===== config.mk =====
export PLATFORM = sky130hd
export DESIGN_NAME = string_to_int_custom_base
export DESIGN_NICKNAME = d
export VERILOG_FILES = /design/src/rtl/stoi_pkg.sv /design/src/rtl/stoi_cfg.sv /design/src/rtl/stoi_front.sv /design/src/rtl/stoi_cq.sv /design/src/rtl/stoi_back.sv /design/src/rtl/string_to_int_custom_base.sv
export SDC_FILE = /design/constraint.sdc
export NUM_CORES = 2
export LEC_CHECK = 0
export BUFFER_PORTS_ARGS = -buffer_cell sky130_fd_sc_hd__buf_2
export CORE_UTILIZATION = 55
export DETAILED_ROUTE_END_ITERATION = 10
export GPL_TIMING_DRIVEN = 1
export PLACE_DENSITY_LB_ADDON = 0.3
export SETUP_SLACK_MARGIN = 0.15
export SYNTH_ARGS = -nofsm -noshare
export SYNTH_HDL_FRONTEND = slang
export SYNTH_SLANG_ARGS = --single-unit

===== constraint.sdc =====
create_clock -name i_clk -period 18.3 [get_ports i_clk]
set_input_delay 1.83 -clock i_clk [delete_from_list [all_inputs] [get_ports i_clk]]
set_output_delay 1.83 -clock i_clk [all_outputs]
set_load 0.05 [all_outputs]

===== src/rtl/stoi_pkg.sv =====
// Shared types, constants and helper functions for the string-to-integer converter.
package stoi_pkg;

    localparam int MAX_SYMBOLS = 16;
    localparam int SYM_IDX_W   = $clog2(MAX_SYMBOLS);
    localparam int LEN_W       = 5;
    localparam int ACC_W       = 32;
    localparam int SYM_REG_W   = 64;
    localparam int CFG_IDX_W   = 2;
    localparam int CQ_DEPTH    = 4;
    localparam int CQ_PTR_W    = $clog2(CQ_DEPTH);
    localparam int CQ_CNT_W    = $clog2(CQ_DEPTH + 1);
    localparam int OQ_DEPTH    = 2;
    localparam int OQ_PTR_W    = $clog2(OQ_DEPTH);
    localparam int OQ_CNT_W    = $clog2(OQ_DEPTH + 1);

    localparam logic [LEN_W-1:0] BASE_LENGTH_RESET = LEN_W'(10);

    localparam logic [7:0] CHAR_NUL   = 8'h00;
    localparam logic [7:0] CHAR_TAB   = 8'h09;
    localparam logic [7:0] CHAR_CR    = 8'h0D;
    localparam logic [7:0] CHAR_SPACE = 8'h20;
    localparam logic [7:0] CHAR_PLUS  = 8'h2B;
    localparam logic [7:0] CHAR_MINUS = 8'h2D;

    typedef enum logic [CFG_IDX_W-1:0] {
        CFG_SYMBOLS_LOW  = 2'd0,
        CFG_SYMBOLS_HIGH = 2'd1,
        CFG_BASE_LENGTH  = 2'd2
    } t_cfg_index;

    typedef enum logic [1:0] {
        PH_SKIP   = 2'd0,
        PH_SIGNS  = 2'd1,
        PH_DIGITS = 2'd2,
        PH_DONE   = 2'd3
    } t_phase;

    typedef struct packed {
        logic [MAX_SYMBOLS-1:0][7:0] symbols;
        logic [LEN_W-1:0]            used_len;
        logic                        alphabet_ok;
    } t_cfg_view;

    typedef struct packed {
        logic                 last;
        logic                 is_space;
        logic                 is_plus;
        logic                 is_minus;
        logic                 is_digit;
        logic [SYM_IDX_W-1:0] digit;
    } t_class;

    function automatic logic is_space(input logic [7:0] c);
        return (c == CHAR_SPACE) || ((c >= CHAR_TAB) && (c <= CHAR_CR));
    endfunction

endpackage


===== src/rtl/stoi_cfg.sv =====
// Configuration registers, used alphabet length and the alphabet validity check.
module stoi_cfg import stoi_pkg::*; (
    input  logic                 i_clk,
    input  logic                 i_rst_n,
    input  logic                 i_cfg_we,
    input  logic [CFG_IDX_W-1:0] i_cfg_index,
    input  logic [SYM_REG_W-1:0] i_cfg_wdata,
    output t_cfg_view            o_cfg
);

    logic [SYM_REG_W-1:0]        r_symbols_low;
    logic [SYM_REG_W-1:0]        r_symbols_high;
    logic [LEN_W-1:0]            r_base_length;
    logic                        r_alphabet_ok;
    logic                        n_alphabet_ok;
    logic [LEN_W-1:0]            used_len;
    logic [2*SYM_REG_W-1:0]      all_symbols;
    logic [MAX_SYMBOLS-1:0][7:0] symbols;

    always_ff @(posedge i_clk) begin
        if (!i_rst_n) begin
            r_symbols_low  <= '0;
            r_symbols_high <= '0;
            r_base_length  <= BASE_LENGTH_RESET;
        end else if (i_cfg_we) begin
            unique case (i_cfg_index)
                CFG_SYMBOLS_LOW:  r_symbols_low  <= i_cfg_wdata;
                CFG_SYMBOLS_HIGH: r_symbols_high <= i_cfg_wdata;
                CFG_BASE_LENGTH:  r_base_length  <= i_cfg_wdata[LEN_W-1:0];
                default: ;
            endcase
        end
    end

    assign all_symbols = {r_symbols_high, r_symbols_low};

    always_comb begin
        for (int k = 0; k < MAX_SYMBOLS; k++) begin
            symbols[k] = all_symbols[k*8 +: 8];
        end
    end

    assign used_len = (r_base_length > LEN_W'(MAX_SYMBOLS)) ? LEN_W'(MAX_SYMBOLS)
                                                            : r_base_length;

    always_comb begin
        logic bad;
        bad = (used_len < LEN_W'(2));
        for (int i = 0; i < MAX_SYMBOLS; i++) begin
            if (LEN_W'(i) < used_len) begin
                if (symbols[i] == CHAR_NUL || symbols[i] == CHAR_PLUS ||
                    symbols[i] == CHAR_MINUS || is_space(symbols[i])) begin
                    bad = 1'b1;
                end
                for (int j = i + 1; j < MAX_SYMBOLS; j++) begin
                    if ((LEN_W'(j) < used_len) && (symbols[j] == symbols[i])) begin
                        bad = 1'b1;
                    end
                end
            end
        end
        n_alphabet_ok = !bad;
    end

    always_ff @(posedge i_clk) begin
        if (!i_rst_n) begin
            r_alphabet_ok <= 1'b0;
        end else begin
            r_alphabet_ok <= n_alphabet_ok;
        end
    end

    assign o_cfg.symbols     = symbols;
    assign o_cfg.used_len    = used_len;
    assign o_cfg.alphabet_ok = r_alphabet_ok;

endmodule


===== src/rtl/stoi_front.sv =====
// Front end: classifies each incoming character against the configured alphabet.
module stoi_front import stoi_pkg::*; (
    input  logic [7:0] i_character,
    input  logic       i_end_of_string,
    input  t_cfg_view  i_cfg,
    output t_class     o_class
);

    logic [MAX_SYMBOLS-1:0] hit;
    logic                   found;
    logic [SYM_IDX_W-1:0]   first_hit;

    always_comb begin
        for (int k = 0; k < MAX_SYMBOLS; k++) begin
            hit[k] = (LEN_W'(k) < i_cfg.used_len) && (i_cfg.symbols[k] == i_character);
        end
    end

    // The lowest matching symbol wins, so scan downwards and let later hits overwrite.
    always_comb begin
        found     = 1'b0;
        first_hit = '0;
        for (int k = MAX_SYMBOLS - 1; k >= 0; k--) begin
            if (hit[k]) begin
                found     = 1'b1;
                first_hit = SYM_IDX_W'(k);
            end
        end
    end

    assign o_class.last     = i_end_of_string;
    assign o_class.is_space = is_space(i_character);
    assign o_class.is_plus  = (i_character == CHAR_PLUS);
    assign o_class.is_minus = (i_character == CHAR_MINUS);
    assign o_class.is_digit = found && (i_character != CHAR_PLUS);
    assign o_class.digit    = first_hit;

endmodule


===== src/rtl/stoi_cq.sv =====
// Short queue of classified characters between the front end and the back end.
module stoi_cq import stoi_pkg::*; (
    input  logic   i_clk,
    input  logic   i_rst_n,
    input  logic   i_push,
    input  t_class i_item,
    output logic   o_full,
    input  logic   i_pop,
    output t_class o_item,
    output logic   o_empty
);

    t_class              r_mem [CQ_DEPTH];
    logic [CQ_PTR_W-1:0] r_wr_ptr;
    logic [CQ_PTR_W-1:0] r_rd_ptr;
    logic [CQ_CNT_W-1:0] r_count;
    logic                do_push;
    logic                do_pop;

    assign o_full  = (r_count == CQ_CNT_W'(CQ_DEPTH));
    assign o_empty = (r_count == '0);
    assign do_push = i_push && !o_full;
    assign do_pop  = i_pop && !o_empty;
    assign o_item  = r_mem[r_rd_ptr];

    always_ff @(posedge i_clk) begin
        if (do_push) begin
            r_mem[r_wr_ptr] <= i_item;
        end
    end

    always_ff @(posedge i_clk) begin
        if (!i_rst_n) begin
            r_wr_ptr <= '0;
            r_rd_ptr <= '0;
            r_count  <= '0;
        end else begin
            if (do_push) begin
                r_wr_ptr <= r_wr_ptr + CQ_PTR_W'(1);
            end
            if (do_pop) begin
                r_rd_ptr <= r_rd_ptr + CQ_PTR_W'(1);
            end
            if (do_push && !do_pop) begin
                r_count <= r_count + CQ_CNT_W'(1);
            end else if (do_pop && !do_push) begin
                r_count <= r_count - CQ_CNT_W'(1);
            end
        end
    end

endmodule


===== src/rtl/stoi_back.sv =====
// Back end: parsing state machine, digit accumulator and the result queue.
module stoi_back import stoi_pkg::*; (
    input  logic                    i_clk,
    input  logic                    i_rst_n,
    input  t_cfg_view               i_cfg,
    input  t_class                  i_item,
    input  logic                    i_item_empty,
    output logic                    o_item_pop,
    input  logic                    i_pop,
    output logic                    o_empty,
    output logic signed [ACC_W-1:0] o_number,
    output logic                    o_alphabet_ok
);

    t_phase              r_phase;
    t_phase              n_phase;
    logic                r_minus_odd;
    logic                n_minus_odd;
    logic [ACC_W-1:0]    r_acc;
    logic [ACC_W-1:0]    n_acc;
    logic [ACC_W-1:0]    step_acc;
    logic                step_minus;
    logic [ACC_W+LEN_W-1:0] product;

    logic [ACC_W-1:0]    r_oq_acc   [OQ_DEPTH];
    logic                r_oq_minus [OQ_DEPTH];
    logic                r_oq_ok    [OQ_DEPTH];
    logic [OQ_PTR_W-1:0] r_oq_wr_ptr;
    logic [OQ_PTR_W-1:0] r_oq_rd_ptr;
    logic [OQ_CNT_W-1:0] r_oq_count;
    logic                oq_full;
    logic                oq_push;
    logic                oq_pop;
    logic [ACC_W-1:0]    head_acc;

    assign oq_full    = (r_oq_count == OQ_CNT_W'(OQ_DEPTH));
    assign o_item_pop = !i_item_empty && (!i_item.last || !oq_full);
    assign oq_push    = o_item_pop && i_item.last;
    assign oq_pop     = i_pop && !o_empty;

    assign product = {{LEN_W{1'b0}}, r_acc} * {{ACC_W{1'b0}}, i_cfg.used_len};

    always_ff @(posedge i_clk) begin
        if (!i_rst_n) begin
            r_phase     <= PH_SKIP;
            r_minus_odd <= 1'b0;
            r_acc       <= '0;
        end else begin
            r_phase     <= n_phase;
            r_minus_odd <= n_minus_odd;
            r_acc       <= n_acc;
        end
    end

    always_comb begin
        t_phase ph;
        ph         = r_phase;
        step_minus = r_minus_odd;
        step_acc   = r_acc;
        if (ph == PH_SKIP && !i_item.is_space) begin
            ph = PH_SIGNS;
        end
        if (ph == PH_SIGNS) begin
            if (i_item.is_minus) begin
                step_minus = !r_minus_odd;
            end else if (!i_item.is_plus) begin
                ph = PH_DIGITS;
            end
        end
        if (ph == PH_DIGITS) begin
            if (!i_item.is_digit) begin
                ph = PH_DONE;
            end else begin
                step_acc = product[ACC_W-1:0] + ACC_W'(i_item.digit);
            end
        end

        n_phase     = r_phase;
        n_minus_odd = r_minus_odd;
        n_acc       = r_acc;
        if (o_item_pop) begin
            if (i_item.last) begin
                n_phase     = PH_SKIP;
                n_minus_odd = 1'b0;
                n_acc       = '0;
            end else begin
                n_phase     = ph;
                n_minus_odd = step_minus;
                n_acc       = step_acc;
            end
        end
    end

    always_ff @(posedge i_clk) begin
        if (oq_push) begin
            r_oq_acc[r_oq_wr_ptr]   <= step_acc;
            r_oq_minus[r_oq_wr_ptr] <= step_minus;
            r_oq_ok[r_oq_wr_ptr]    <= i_cfg.alphabet_ok;
        end
    end

    always_ff @(posedge i_clk) begin
        if (!i_rst_n) begin
            r_oq_wr_ptr <= '0;
            r_oq_rd_ptr <= '0;
            r_oq_count  <= '0;
        end else begin
            if (oq_push) begin
                r_oq_wr_ptr <= r_oq_wr_ptr + OQ_PTR_W'(1);
            end
            if (oq_pop) begin
                r_oq_rd_ptr <= r_oq_rd_ptr + OQ_PTR_W'(1);
            end
            if (oq_push && !oq_pop) begin
                r_oq_count <= r_oq_count + OQ_CNT_W'(1);
            end else if (oq_pop && !oq_push) begin
                r_oq_count <= r_oq_count - OQ_CNT_W'(1);
            end
        end
    end

    assign o_empty       = (r_oq_count == '0);
    assign head_acc      = r_oq_acc[r_oq_rd_ptr];
    assign o_number      = r_oq_minus[r_oq_rd_ptr] ? signed'(ACC_W'(0) - head_acc)
                                                   : signed'(head_acc);
    assign o_alphabet_ok = r_oq_ok[r_oq_rd_ptr];

    a_oq_bound: assert property (@(posedge i_clk) disable iff (!i_rst_n)
        r_oq_count <= OQ_CNT_W'(OQ_DEPTH))
        else $error("Result queue holds more transactions than it has entries.");

    a_last_restarts: assert property (@(posedge i_clk) disable iff (!i_rst_n)
        (o_item_pop && i_item.last) |=> (r_phase == PH_SKIP && !r_minus_odd && r_acc == '0))
        else $error("Parser did not return to its idle state after the final character.");

    a_result_counted: assert property (@(posedge i_clk) disable iff (!i_rst_n)
        (oq_push && !oq_pop) |=> (r_oq_count == $past(r_oq_count) + OQ_CNT_W'(1)))
        else $error("A finished string did not add a transaction to the result queue.");

    a_done_holds: assert property (@(posedge i_clk) disable iff (!i_rst_n)
        (r_phase == PH_DONE && o_item_pop && !i_item.last) |=>
            (r_phase == PH_DONE && r_acc == $past(r_acc)))
        else $error("Characters after the end of the number changed the accumulator.");

endmodule


===== src/rtl/string_to_int_custom_base.sv =====
// Top level of the string-to-integer converter with a configurable digit alphabet.
// A final character passes through the character queue, and its result through the result queue.
// Throughput: one character per cycle while neither queue is full; the back end does one multiply-add per digit.
// Results leave through a two-entry queue, so input continues while a result waits.
// Reset is synchronous and active low: it clears the parser, both queues and sets the
// alphabet to all zero bytes with a base length of ten.
module string_to_int_custom_base import stoi_pkg::*; (
    input  logic                    i_clk,
    input  logic                    i_rst_n,
    input  logic                    i_cfg_we,
    input  logic [CFG_IDX_W-1:0]    i_cfg_index,
    input  logic [SYM_REG_W-1:0]    i_cfg_wdata,
    input  logic                    push,
    output logic                    full,
    input  logic [7:0]              i_character,
    input  logic                    i_end_of_string,
    input  logic                    pop,
    output logic                    empty,
    output logic signed [ACC_W-1:0] o_number,
    output logic                    o_alphabet_ok
);

    t_cfg_view cfg;
    t_class    front_class;
    t_class    queued_class;
    logic      cq_empty;
    logic      cq_pop;

    stoi_cfg u_cfg (
        .i_clk       (i_clk),
        .i_rst_n     (i_rst_n),
        .i_cfg_we    (i_cfg_we),
        .i_cfg_index (i_cfg_index),
        .i_cfg_wdata (i_cfg_wdata),
        .o_cfg       (cfg)
    );

    stoi_front u_front (
        .i_character     (i_character),
        .i_end_of_string (i_end_of_string),
        .i_cfg           (cfg),
        .o_class         (front_class)
    );

    stoi_cq u_cq (
        .i_clk   (i_clk),
        .i_rst_n (i_rst_n),
        .i_push  (push),
        .i_item  (front_class),
        .o_full  (full),
        .i_pop   (cq_pop),
        .o_item  (queued_class),
        .o_empty (cq_empty)
    );

    stoi_back u_back (
        .i_clk         (i_clk),
        .i_rst_n       (i_rst_n),
        .i_cfg         (cfg),
        .i_item        (queued_class),
        .i_item_empty  (cq_empty),
        .o_item_pop    (cq_pop),
        .i_pop         (pop),
        .o_empty       (empty),
        .o_number      (o_number),
        .o_alphabet_ok (o_alphabet_ok)
    );

endmodule


[Word level (Yosys, flattened, before mapping)]
Memory sizes are Yosys's and may differ from the RTL's. A register that Yosys moved wholly into a read port is not among the register bits.
Index checks and enable logic that the tools add are counted.
Word-level totals
  register bits after elaboration: 180
  RAM bits: 104
  bits of input ports: 80
  output and inout port bits: 35
  memories: 4
Operators by class
  add/subtract/negate cells: 10
  multiply operators: 1
  $lt $le $gt $ge: 52
  eq/ne operators: 194
  muxes and demuxes: 215
  reduce and logical (&&, ||, !) cells: 267
Memory list
  u_back.r_oq_acc: depth 2, width 32, read ports 1, clocked after memory_dff 1, wr ports 1, line stoi_back.sv:25  | logic [ACC_W-1:0] r_oq_acc [OQ_DEPTH];
  u_cq.r_mem: depth 4, width 9, read ports 1, clocked after memory_dff 1, wr ports 1, line stoi_cq.sv:13  | t_class r_mem [CQ_DEPTH];
  u_back.r_oq_minus: depth 2, width 1, read ports 1, clocked after memory_dff 1, wr ports 1, line stoi_back.sv:26  | logic r_oq_minus [OQ_DEPTH];
  u_back.r_oq_ok: depth 2, width 1, read ports 1, clocked after memory_dff 1, wr ports 1, line stoi_back.sv:27  | logic r_oq_ok [OQ_DEPTH];
Operator list (number)
  equality test 8 bit: 136
  equality test 8 x 6 -> 1 bit (second input constant): 51
  two-way mux 1 bit: 181
  logical AND 1 bit: 164
  greater-or-equal comparator 8 x 4 -> 1 bit (second input constant): 17
  less-or-equal comparator 8 x 4 -> 1 bit (second input constant): 17
  zero test 8 bit: 16
  two-way mux 32 bit: 4
  logical OR 1 bit: 66
  two-way mux 4 bit: 16
  < comparator 4 x 5 -> 1 bit (first input constant): 8
  adder 32 x 4 -> 32 bit: 1
  multiplier 32 x 5 -> 32 bit: 1
  subtractor 1 x 32 -> 32 bit (first input constant): 1
  two-way mux 2 bit: 11
  < comparator 3 x 5 -> 1 bit (first input constant): 4
  zero test 1 bit: 12
  < comparator 1 x 5 -> 1 bit (first input constant): 2
  < comparator 2 x 5 -> 1 bit (first input constant): 2
  != test 8 x 6 -> 1 bit (second input constant): 1
  adder 2 x 1 -> 2 bit (second input constant): 3
  equality test 2 bit (second input constant): 3
  zero test 2 bit: 3
  two-way mux 3 bit: 2
  12 further kinds: 17

[Logic depth before layout (Yosys ltp)]
  depth after elaboration: 157
  depth in mapped cells: 21
  gate-level depth less buffers: 16

[By module]
From an unflattened synthesis, not the netlist that was laid out.
Unflattened totals
  cell total of the unflattened synthesis: 3818
  area total of the unflattened synthesis: 32180.9 µm²
Modules (own cells, without submodules)
  stoi_cfg: times used 1, cells each 2345, area an instance 18078.6 µm², seq. area each 2682.6 µm²
  stoi_back: times used 1, cells each 1114, area an instance 10294.9 µm², seq. area each 2842.7 µm²
  stoi_front: times used 1, cells each 264, area an instance 2025.7 µm², seq. area each 0.0 µm²
  stoi_cq: times used 1, cells each 95, area an instance 1781.7 µm², seq. area each 1261.2 µm²

[Worst setup path before layout]
No wires, ideal clock.
  path type: reg-to-reg
  start point: reg u_cfg.r_base_length[4]
  end point: mem u_back.r_oq_acc[0][28], data pin
  arrival time: 5773 ps
  data required time: 18114 ps
  setup slack: 12341 ps
  cell stages (with the launch flop): 21
  cell sequence: dfxtp_1 > buf_2 > clkbuf_1 > clkbuf_1 > buf_1 > clkbuf_1 > clkbuf_1 > nand2_1 > fa_1 > inv_1 > fa_1 > fa_1 > ha_1 > o21ai_0 > a21oi_1 > or3_4 > a2111oi_4 > nor4b_1 > o31a_1 > o21a_1 > o31ai_1
Between the ends
  longest elaborated chain between the ends: 6
Ends and longest elaborated chain
  start, declared: line stoi_cfg.sv:13  | logic [LEN_W-1:0] r_base_length;
  start signal, assigned: line stoi_cfg.sv:29  | CFG_BASE_LENGTH: r_base_length <= i_cfg_wdata[LEN_W-1:0];
  greater-than comparator 5 bit: line stoi_cfg.sv:43  | assign used_len = (r_base_length > LEN_W'(MAX_SYMBOLS)) ? LEN_W'(MAX_SYMBOLS)
  two-way mux 5 bit *: line stoi_cfg.sv:43
  multiplier 32 x 5 -> 32 bit *: line stoi_back.sv:41  | assign product = {{LEN_W{1'b0}}, r_acc} * {{ACC_W{1'b0}}, i_cfg.used_len};
  adder 32 x 4 -> 32 bit *: line stoi_back.sv:74  | step_acc = product[ACC_W-1:0] + ACC_W'(i_item.digit);
  two-way mux 32 bit *: line stoi_back.sv:71  | if (!i_item.is_digit) begin
  two-way mux 32 bit *: line stoi_back.sv:70  | if (ph == PH_DIGITS) begin
  named net u_back.step_acc[28]: line stoi_back.sv:21  | logic [ACC_W-1:0] step_acc;
  end, declared: line stoi_back.sv:25
Mark *: on every way through the listed nets, which the timed path passes. The rest lies on a longest branch.

[Worst setup path in the final report]
  start point: reg u_cfg.r_base_length[4]
  end point: mem u_back.r_oq_acc[0][21], data pin
Same word-level chain as after synthesis.

==> results.md <==
- Starting Density: 0.5553
- # nets final: 3897
- Cts bufs inserted: 31
- Status: finished clean
- Logic pwr share: 0.456
- Seq/Total Area, Yosys: 0.2172
- Most common cell after layout, fill and taps aside: xnor2_1
- Vias per cell: 6.276
- Share of cells above drive strength 1: 0.09740
- Initial DRC count: 3373
- Clock root buffer master: clkbuf_16
- Post-synth EDFFs: 104
- CTS sink count: 287
- Net switching fraction of the power: 0.4369
- Hold Slack: 449.0 ps
- Syn_nets: 3978
- Final Cycle Share: 0.3289
- Final setup TNS: 0 ps
- Hold path endpoint: u_back.r_oq_ok[0]$_DFFE_PP_
- Worst Path Required: 18670 ps
- Clock-pin slew on the worst setup and hold paths: 70 ps
- Final Hold Fails: 0
- Min Tclk post-route: 6019 ps
- RD Place Congestion: 1.066
- Multi-input gate area: 22450 sq um
- GR Util All Layers: 0.3551
- Register Area: 6789 sq um
- Distinct cells, synth: 73
- Post-DP HPWL: 66570 microns
- Top-area cell type share of the netlist area: 0.2043
- CP delay by family, top: adder cells
- R2r setup slk: 12280 ps
- Initial antenna violation count: 8
- Die footprint: 57780 sq um
- Max-slew violation count: 0
- Vias: 27914
- Sequential power share: 0.297
- Num ports: 115
- Worst hold start: u_cfg.r_alphabet_ok$_SDFF_PN0_
- MaxCap Viol Count: 0
- Routed length per instance: 23.18 microns
- Iteration count of the initial detailed-routing pass: 8
- Die Height: 240.4 microns
- Worst Path Buf+Inv: 4
- PostCTS Resize Cnt: 0
- Total gr overflow: 0
- R2r worst-path depth: 18
- Cells after synthesis: 3742
- Capturing point of the worst reg2reg path: u_back.r_oq_acc[0][21]$_DFFE_PP_
- Relative slew slack: 0.08340
- Critical Path Start Type: flip-flop
- Worst-case clock buffer depth: 3
- DRC: 0
- Slowest cell on crit path: dfxtp_2
- Cell Pwr Density: 80.62 nW/um^2
- Post-CTS setup buffer count: 0
- First-pass GRT wire length: 157400 microns
- Hold depth: 0
- Total number of H-tree levels: 1
- Largest net degree at the start of global routing: 91
- WP depth: 18
- Ys flop type: dfxtp_1
- Post-synth ARST share: 0
- Synth Cell Area: 31250 sq um
- Util after Layout: 0.5912
- Slowest stage delay, CP: 700 ps
- Area leader, netlist: xnor2_1
- Filler instances: 5025
- CTS tree: built
- P_sw: 1.172 mW
- Hold_buf cts: 0
- WS Path Type: flip-flop to flip-flop
- CORE AREA: 56280 sq um
- Max Freq: 166.2 MHz
- Crit Path Max Fanout: 36
- Clk pwr share: 0.247
- Least-Margin Pin Slew: 1340 ps
- Mean Syn Cell Area: 8.352 sq um
- Port Buffers: 114
- DIE WIDTH: 240.4 microns
- Setup violations, final: 0
- Min-Delay Path Class: flip-flop to flip-flop
- Core Rows: 87
- Ys Warns: 0
- RSZ-0062 raised after global routing: no
- Worst Skew: 34.05 ps
- Most area-consuming cells after synthesis: xnor2_1, xor2_1, dfxtp_1
- Crit-path cells: buf_4 > nor2b_1 > buf_4 > and2_1 > fa_1 > ha_1 > inv_1 > fa_1 > inv_1 > ha_1 > a211oi_1 > o211ai_1 > nand3_1 > a31oi_1 > o41ai_1 > o21ai_0 > xor2_1 > mux2_2
- Internal power: 1.511 mW
- VDD IR-drop max: 0.1191 mV
- P&R area growth vs syn: 6.458%
- Synth Register Bits: 287
- CP arrival: 6390 ps
- Crit. End Element: flip-flop
- Routed WL: 103100 microns
- Worst-skew pair later-pin latency: 650 ps
- Number of global-route vias before repair: 26435
- Post-DRT Antenna Nets: 0
- LEAKAGE: 13.61 nW
- Most frequent cells in the layout: xnor2_1, nand2_1, xor2_1
- R2r startpoint: u_cfg.r_base_length[4]$_SDFFE_PN0P_
-- power groups by stage --
stage	clock (mW)	combinational (mW)	sequential, mW
floorplan	0	0.970	0.784
global placement	0	1.19	0.809
detailed placement	0	1.21	0.812
CTS	0.666	1.21	0.798
global route	0.693	1.32	0.808
finish	0.662	1.22	0.798
-- worst max path at each step --
stage,slack (ps),to,from
after global placement,12500,u_back.r_oq_acc[0][21]$_DFFE_PP_,u_cfg.r_base_length[4]$_SDFFE_PN0P_
after detailed placement,12380,u_back.r_oq_acc[0][30]$_DFFE_PP_,u_cfg.r_base_length[4]$_SDFFE_PN0P_
after CTS,12390,u_back.r_oq_acc[1][30]$_DFFE_PP_,u_cfg.r_base_length[4]$_SDFFE_PN0P_
final,12280,u_back.r_oq_acc[0][21]$_DFFE_PP_,u_cfg.r_base_length[4]$_SDFFE_PN0P_
after floorplan,12340,u_back.r_oq_acc[0][28]$_DFFE_PP_,u_cfg.r_base_length[4]$_SDFFE_PN0P_
after global routing,12040,u_back.r_oq_acc[1][30]$_DFFE_PP_,u_cfg.r_base_length[4]$_SDFFE_PN0P_
-- routing by layer --
metal,global-route usage,vias up,wire length [microns],part of all wire
li1,-,12390,-,-
met5,0,-,31,0.00030
met2,0.5460,1734,44420,0.43
met1,0.4449,13188,39030,0.38
met3,0.09311,598,12430,0.12
met4,0.2142,4,7169,0.070
-- state kept, by name, summed over array words and instances (netlist names), 3 cells and up, named ones only --
signal,cells
u_back.r_oq_acc,64
u_cfg.r_symbols_high,64
u_cfg.r_symbols_low,64
u_cq.r_mem,36
u_back.r_acc,32
u_cfg.r_base_length,5
u_cq.r_count,3
-- cells in the mapped netlist (all sizes together) (9+ instances only) --
cell	count
o31ai	10
xor2	438
mux2i	36
ha	69
or2	10
o211ai	10
dfxtp	183
nand2	442
nand4	174
o21ai	69
nor3	99
mux4	9
nor2	78
o41ai	10
a31oi	35
nor4	125
a21o	9
xnor2	729
inv	89
and2	84
a22o	18
nand2b	29
edfxtp	104
buf	276
fa	87
a22oi	18
a21boi	134
nor2b	39
nand3	47
a21oi	80
clkbuf	99
-- per-stage QoR --
step | setup WS [ps] | area [sq um] | instances | total power, mW
after floorplan | 12340 | 31250 | 3742 | 1.755
after global placement | 12500 | 32200 | 4384 | 2.003
after detailed placement | 12380 | 32200 | 4384 | 2.019
after CTS | 12390 | 33260 | 4442 | 2.676
after global routing | 12040 | 33260 | 4445 | 2.823
final | 12280 | 33270 | 4448 | 2.682
-- final cells by class --
| type | count | area share |
|---|---|---|
| Inverter | 90 | 0.01015 |
| Timing Repair Buffer | 261 | 0.05039 |
| Clock inverter | 26 | 0.008236 |
| Sequential cell | 287 | 0.2041 |
| Tap cell | 756 | 0.02843 |
| Clock buffer | 32 | 0.02343 |
| Antenna cell | 6 | 0.0004513 |
| Multi-Input combinational cell | 2990 | 0.6749 |
-- kinds of logic after synthesis --
kind of cell	count (synthesis)	synth area share
AO/OA/AOI/OAI	453	0.09937
XOR/XNOR	1168	0.3278
adder cells (fa/ha/maj)	156	0.08335
buffers and inverters	465	0.06550
flip-flops	287	0.2172
multiplexers	51	0.02018
AND/OR/NAND/NOR	1162	0.1867
Note: power is estimated with default switching activity, not from simulation.
